===== config.mk =====
export PLATFORM = sky130hd
export DESIGN_NAME = pce_ctrl
export DESIGN_NICKNAME = d
export VERILOG_FILES = /design/src/pce_pkg.sv /design/src/pce_ctrl.sv
export SDC_FILE = /design/constraint.sdc
export NUM_CORES = 1
export LEC_CHECK = 0
export BUFFER_PORTS_ARGS = -buffer_cell sky130_fd_sc_hd__buf_4
export CORE_AREA = 2 2 46 48
export DETAILED_ROUTE_END_ITERATION = 10
export DIE_AREA = 0 0 48 50
export GPL_TIMING_DRIVEN = 1
export PLACE_DENSITY_LB_ADDON = 0.05
export SYNTH_ARGS = -nofsm -noshare
export SYNTH_HDL_FRONTEND = slang
export SYNTH_SLANG_ARGS = --single-unit

===== constraint.sdc =====
create_clock -name clk -period 1.52 [get_ports clk]
set_input_delay 0.152 -clock clk [delete_from_list [all_inputs] [get_ports clk]]
set_output_delay 0.152 -clock clk [all_outputs]
set_load 0.01 [all_outputs]

===== src/pce_pkg.sv =====
// ----------------------------------------------------------------------------
// pce_pkg: shared types and constants for the Pearson correlation engine
// Holds the controller state, the multiply operation codes, the widths of
// the fixed arithmetic and the command/status bundles.
// ----------------------------------------------------------------------------
package pce_pkg;

  localparam int WORD_W = 64;            // modular width of the moment terms
  localparam int PROD_W = 2 * WORD_W;    // full product of two words
  localparam int Q_W    = 16;            // magnitude search width
  localparam int IDX_W  = 4;             // bit index into the magnitude
  localparam int OUT_W  = 16;

  localparam logic [OUT_W-1:0] SAT_POS = 16'h7FFF;
  localparam logic [OUT_W-1:0] SAT_NEG = 16'h8000;

  typedef enum logic [2:0] {
    S_IDLE,
    S_MUL_START,
    S_MUL_WAIT,
    S_CHECK,
    S_SRCH_INIT,
    S_SRCH_ADD,
    S_SRCH_CMP,
    S_EMIT
  } state_t;

  typedef enum logic [2:0] {
    OP_N_CROSS,   // N * sum(ab)
    OP_A_B,       // sum(a) * sum(b)
    OP_N_AA,      // N * sum(aa)
    OP_A_A,       // sum(a)^2
    OP_N_BB,      // N * sum(bb)
    OP_B_B,       // sum(b)^2
    OP_VAR,       // va * vb
    OP_MAG        // |num|^2
  } op_t;

  typedef struct packed {
    logic             accum;
    logic             clear;
    logic             mul_start;
    logic             store;
    op_t              op;
    logic             srch_init;
    logic             srch_add;
    logic             srch_cmp;
    logic [IDX_W-1:0] bit_idx;
    logic             emit;
  } ctrl_cmd_t;

  typedef struct packed {
    logic mul_done;
    logic var_zero;
  } dp_status_t;

endpackage


===== src/pce_ctrl.sv =====
// ----------------------------------------------------------------------------
// pce_ctrl: sequencer for the correlation engine
// Runs the multiply sequence after the last beat, then, unless a variance
// is zero, the bitwise search; then the result strobe.
// ----------------------------------------------------------------------------
module pce_ctrl (
  input  logic                clk,
  input  logic                rst,
  input  logic                start,
  input  logic                last_pixel,
  input  pce_pkg::dp_status_t status,
  output pce_pkg::ctrl_cmd_t  cmd,
  output logic                busy
);

  import pce_pkg::*;

  state_t           state, state_next;
  op_t              op, op_next;
  logic [IDX_W-1:0] bit_idx, bit_idx_next;

  always_ff @(posedge clk) begin
    if (rst) begin
      state   <= S_IDLE;
      op      <= OP_N_CROSS;
      bit_idx <= '0;
    end else begin
      state   <= state_next;
      op      <= op_next;
      bit_idx <= bit_idx_next;
    end
  end

  always_comb begin
    state_next   = state;
    op_next      = op;
    bit_idx_next = bit_idx;
    case (state)
      S_IDLE: begin
        if (start && last_pixel) begin
          op_next    = OP_N_CROSS;
          state_next = S_MUL_START;
        end
      end
      S_MUL_START: state_next = S_MUL_WAIT;
      S_MUL_WAIT: begin
        if (status.mul_done) begin
          if (op == OP_B_B) begin
            state_next = S_CHECK;
          end else if (op == OP_MAG) begin
            state_next = S_SRCH_INIT;
          end else begin
            op_next    = op_t'(op + 1'b1);
            state_next = S_MUL_START;
          end
        end
      end
      S_CHECK: begin
        if (status.var_zero) begin
          state_next = S_EMIT;
        end else begin
          op_next    = OP_VAR;
          state_next = S_MUL_START;
        end
      end
      S_SRCH_INIT: begin
        bit_idx_next = '1;
        state_next   = S_SRCH_ADD;
      end
      S_SRCH_ADD: state_next = S_SRCH_CMP;
      S_SRCH_CMP: begin
        if (bit_idx == '0) begin
          state_next = S_EMIT;
        end else begin
          bit_idx_next = bit_idx - 1'b1;
          state_next   = S_SRCH_ADD;
        end
      end
      S_EMIT:  state_next = S_IDLE;
      default: state_next = S_IDLE;
    endcase
  end

  always_comb begin
    cmd         = '0;
    cmd.op      = op;
    cmd.bit_idx = bit_idx;
    busy        = (state != S_IDLE);
    case (state)
      S_IDLE:      cmd.accum     = start;
      S_MUL_START: cmd.mul_start = 1'b1;
      S_MUL_WAIT:  cmd.store     = status.mul_done;
      S_CHECK:     cmd.clear     = 1'b1;
      S_SRCH_INIT: cmd.srch_init = 1'b1;
      S_SRCH_ADD:  cmd.srch_add  = 1'b1;
      S_SRCH_CMP:  cmd.srch_cmp  = 1'b1;
      S_EMIT:      cmd.emit      = 1'b1;
      default:     cmd.accum     = 1'b0;
    endcase
  end

endmodule


Word level (Yosys, flattened, before mapping)

Cells that the tools add are included.

Register bits after elaboration: 10
Bits in latches: 0
RAM bits: 0
Bits in read-only memories: 0
Bits of input ports: 6
Output and inout bits: 16
Memories kept: 0

Add/sub/neg operators: 2
Multipliers: 0
Div/mod/pow operators: 0
Order comparisons: 0
Eq/ne operators: 15
Shift operators: 0
Multiplexer cells: 23
Bitwise operators: 0
Reductions and logical operators: 9

Operators with widths:

| cell                  | number |
|---|---|
| $mux W3               | 10 |
| $pmux W3 S8           | 1 |
| $eq A3 B3 Y1 const B  | 6 |
| $ne A2 B2 Y1 const B  | 6 |
| $pmux W3 S3           | 1 |
| $mux W1               | 8 |
| $pmux W4 S2           | 1 |
| $eq A3 B2 Y1 const B  | 2 |
| $reduce_and A6 Y1     | 1 |
| $reduce_bool A3 Y1    | 2 |
| $logic_not A4 Y1      | 1 |
| $mux W4               | 1 |
| $reduce_and A2 Y1     | 2 |
| $sub A4 B1 Y4 const B | 1 |
| $add A3 B1 Y3 const B | 1 |
| $eq A3 B1 Y1 const B  | 1 |
| $logic_not A3 Y1      | 1 |
| $mux W2               | 1 |
| $reduce_bool A2 Y1    | 1 |
| $logic_and A1 B1 Y1   | 1 |

Depth between registers and ports, before layout

Depth in word-level cells: 5
Depth in mapped cells: 7
Mapped depth without buffers: 6

Worst setup path before layout

Ideal clock, no wire load.

Path type: reg2reg
Start point: register bit_idx[0]
End point: register bit_idx[2]
Setup time: 0.139 ns
Data arrival time: 1.497 ns
Data required time: 1.381 ns
Slack: -0.116 ns
Cell stages (with the launch flop): 8
Path through: dfxtp_1 inv_1 ha_1 or3b_1 and2_4 buf_6 a211oi_2 a311oi_2

Word-level cells in the longest chain between the ends: 3

Ends and longest elaborated chain:

| item                                              | line                           | source |
|---|---|---|
| start, declared                                   | pce_ctrl.sv:20                 | `logic [IDX_W-1:0] bit_idx, bit_idx_next;` |
| start signal, assigned                            | pce_ctrl.sv:30                 | `bit_idx <= bit_idx_next;` |
| $sub A4 B1 Y4 or $logic_not A4 Y1 (tied branches) | pce_ctrl.sv:75, pce_ctrl.sv:72 |  |
| $mux W4 or $ne A2 B2 Y1 (tied branches)           | -                              |  |
| $pmux W4 S2 or $reduce_and A2 Y1 (tied branches)  | -                              |  |

Parallel ways exist; a longest one is shown, timed or not. The select of a mux whose other input is x is not followed.
A chain may end at the register's enable or synchronous reset.

Worst setup path in the final report

Start point: register op[0]
End point: register op[0]

Word-level cells in the longest chain between the ends: 5

Ends and longest elaborated chain:

| item                   | line           | source |
|---|---|---|
| start, declared        | pce_ctrl.sv:19 | `op_t op, op_next;` |
| start signal, assigned | pce_ctrl.sv:29 | `op <= op_next;` |
| $add A3 B1 Y3          | pce_ctrl.sv:53 | `op_next = op_t'(op + 1'b1);` |
| $mux W3                | pce_ctrl.sv:50 | `end else if (op == OP_MAG) begin` |
| $mux W3                | pce_ctrl.sv:48 | `if (op == OP_B_B) begin` |
| $mux W3                | pce_ctrl.sv:47 | `if (status.mul_done) begin` |
| $pmux W3 S3            | pce_ctrl.sv:38 | `case (state)` |

Parallel ways exist; a longest one is shown, timed or not. The select of a mux whose other input is x is not followed.

==> results.sh <==
export IMPL_grt_pass1_vias=634
export IMPL_worstPathCellList="ha_4 > ha_4 > a221oi_4 > nand3_2 > mux2_4"
export IMPL_antenna_left=0
export IMPL_setup_viol=0
export IMPL_status="finished, final reports clean"
export IMPL_p_leak_nw=0.490
export IMPL_hold_violations=0
export IMPL_total_power_uw=693
export IMPL_cts_tree="built"
export IMPL_avgSynthCellArea_um2=9.02
export IMPL_syn_to_final_growth_pct=49.7
export IMPL_drt_iter0_markers=6
export IMPL_hold_depth=2
export IMPL_rr_worst_depth=5
export IMPL_vias=693
export IMPL_drcViolationCount=0
export IMPL_clk_path_buf_depth=2
export IMPL_r2r_start="op[0]"
export IMPL_slew_viol_final=0
export IMPL_power_frac_clock_pct=36.5
export IMPL_synth_cell_types=36
export IMPL_path_depth=5
export IMPL_cpPeakStageDelay_ps=360
export IMPL_fin_crit_ps=1490
export IMPL_switching_share_pct=28.2
export IMPL_cp_start_kind="register"
export IMPL_fin_skew_ps=5.74
export IMPL_cts_root_buf="clkbuf_4"
export IMPL_synthesis_nets=92
export IMPL_start_util_pct=38.4
export IMPL_maxCapViolations=0
export IMPL_worstSetupPathType="register to register"
export IMPL_rsz0062_at_grt="yes"
export IMPL_netlist_area_um2=731
export IMPL_grt_use_total_pct=16.1
export IMPL_synth_edf_count=0
export IMPL_tightest_slew_ps=377
export IMPL_portBuffers=21
export IMPL_grt_overflow_total=0
export IMPL_io_pins=22
export IMPL_holdBufCountCts=0
export IMPL_pwr_share_seq_pct=40.7
export IMPL_combPwrFrac_pct=22.8
export IMPL_cts_sinks=10
export IMPL_crit_family="flip-flops"
export IMPL_hold_class="primary input to register"
export IMPL_cp_end_kind="register"
export IMPL_clock_fmax_ghz=0.671
export IMPL_worstPathMaxFanout=2
export IMPL_die_h_um=50
export IMPL_yosys_warnings=0
export IMPL_reg2reg_slack_ps=30
export IMPL_htreeDepth=1
export IMPL_hpwl_um=1270
export IMPL_reg2reg_to="op[0]"
export IMPL_p_int_uw=497
export IMPL_max_slew_margin_rel_pct=74.8
export IMPL_drt_total_wl_um=1740
export IMPL_gp_congestion=0.784
export IMPL_critPathBufInv=0
export IMPL_rows=16
export IMPL_grt_pass1_wl_um=2770
export IMPL_dp_cells=136
export IMPL_cp_data_required_time_ps=1690
export IMPL_drtPass1Iterations=3
export IMPL_synth_cells=81
export IMPL_nets=126
export IMPL_p_sw_uw=196
export IMPL_diodes=0
export IMPL_ir_worst_vdd_v=0.000469
export IMPL_async_flop_share_pct=0
export IMPL_vias_per_cell=4.91
export IMPL_crit_path_top_delay_cell="dfxtp_4"
export IMPL_fill_cells=182
export IMPL_ys_ff_latch=10
export IMPL_layout_common_cells="33 x buf_4, 7 x nor2_1, 5 x and3_1, 5 x a211oi_2"
export IMPL_clkTransAtPathRegs_ps=80
export IMPL_wire_per_inst_um=12.3
export IMPL_dieArea_um2=2400
export IMPL_antenna_found_initial=0
export IMPL_drive_gt1_share_pct=58.8
export IMPL_cellPowerDensity_nw_per_um2=634
export IMPL_final_common_cell="buf_4"
export IMPL_stdcell_count=141
export IMPL_synthFlopType="dfxtp_1"
export IMPL_yosysSeqAreaShare_pct=27.4
export IMPL_coreArea_um2=1900
export IMPL_die_width_um=48
export IMPL_cp_arrival_ps=1660
export IMPL_cts_buffers=3
export IMPL_clk_latency_ps=270
export IMPL_period_share_pct=98.1
export IMPL_worstHoldEndpoint="bit_idx[1]"
export IMPL_grt_max_degree=13
export IMPL_hp_start="rst"
export IMPL_crit_top_cell="ha_4"
worst max-delay path by stage:
stage               start         end  slack, ps
6_report            op[0]       op[0]         30
5_1_grt             op[0]       op[0]        -20
4_1_cts             op[0]       op[0]          2
3_5_place_dp        op[0]       op[0]         10
3_3_place_gp        op[0]       op[0]         50
2_1_floorplan  bit_idx[0]  bit_idx[2]         -8
cells by family (layout without fill, tap and decap cells):
kind of cell,Yosys count,in the layout,share of synthesized area (%)
adder cells (fa/ha/maj),5,5,8.56
AO/OA/AOI/OAI,16,16,20.4
AND/OR/NAND/NOR,37,37,32.0
flip-flops,10,10,27.4
buffers and inverters,10,43,6.85
multiplexers,3,3,4.79
synth_stat cells (2+ instances only):
library cell / number / area (µm²)
and3_1: 5 / 31.3
nor2_1: 7 / 26.3
nor3_1: 2 / 10.0
nor3b_1: 2 / 15.0
inv_1: 5 / 18.8
dfxtp_1: 10 / 200
nand2b_1: 3 / 18.8
nor2b_1: 3 / 18.8
ha_1: 5 / 62.6
nand2_1: 4 / 15.0
mux2i_1: 2 / 20.0
a211oi_2: 5 / 62.6
nor3_2: 3 / 30.0
o21ai_0: 3 / 15.0
repair_timing:
action,in CTS,in global routing
setup buffers,0,1
endpoints found under the setup margin,2,10
resized for setup,2,11
pin swaps,0,6
final cells by class:
type | count | area [µm²] | share of cell area (%)
repair buffers | 33 | 248 | 22.7
inverters | 6 | 25.0 | 2.29
well taps | 27 | 33.8 | 3.09
flip-flops and latches | 10 | 219 | 20.0
multi-input cells | 61 | 532 | 48.6
clock buffers | 4 | 36.3 | 3.32
worst register-to-register path, cell delays in order (launching register included):
cell and delay (ps):
dfxtp_4 360, ha_4 160, ha_4 160, a221oi_4 270
nand3_2 140, mux2_4 300
registers in the layout, summed over array words and instances, names as in the netlist:
signal   flops
op           3
bit_idx      4
state        3
per-stage QoR:
| step | hold slack [ps] | util, % | setup slack, ps | setup TNS [ps] | area (µm²) |
|---|---|---|---|---|---|
| CTS | 130 | 54.2 | 1.75 | 0 | 1030 |
| detailed placement | 431 | 52.2 | 14.2 | 0 | 992 |
| global placement | 427 | 52.2 | 51.1 | 0 | 992 |
| finish | 136 | 57.5 | 29.0 | 0 | 1090 |
| floorplan | 328 | - | -7.58 | -7.58 | 746 |
| global route | 132 | 57.5 | -22.0 | -55.1 | 1090 |
power by group through the flow:
stage / Combinational (mW) / Sequential (mW) / Clock, mW
finish: 0.158 / 0.282 / 0.253
global route: 0.173 / 0.285 / 0.277
CTS: 0.150 / 0.283 / 0.263
detailed placement: 0.150 / 0.288 / 0
global placement: 0.149 / 0.288 / 0
floorplan: 0.0860 / 0.283 / 0
routing by layer:
metal  routed length [µm]  vias up  part of all wire, %  track usage (%)
li1                     -      358                    -                -
met1                  740      319                   43             19.8
met2                  892       12                   51             25.3
met3                   69        4                  4.0             6.59
met4                   36        0                  2.1             4.05
met5                    0        -                    0                0
Note: power is estimated with default switching activity, not from simulation.
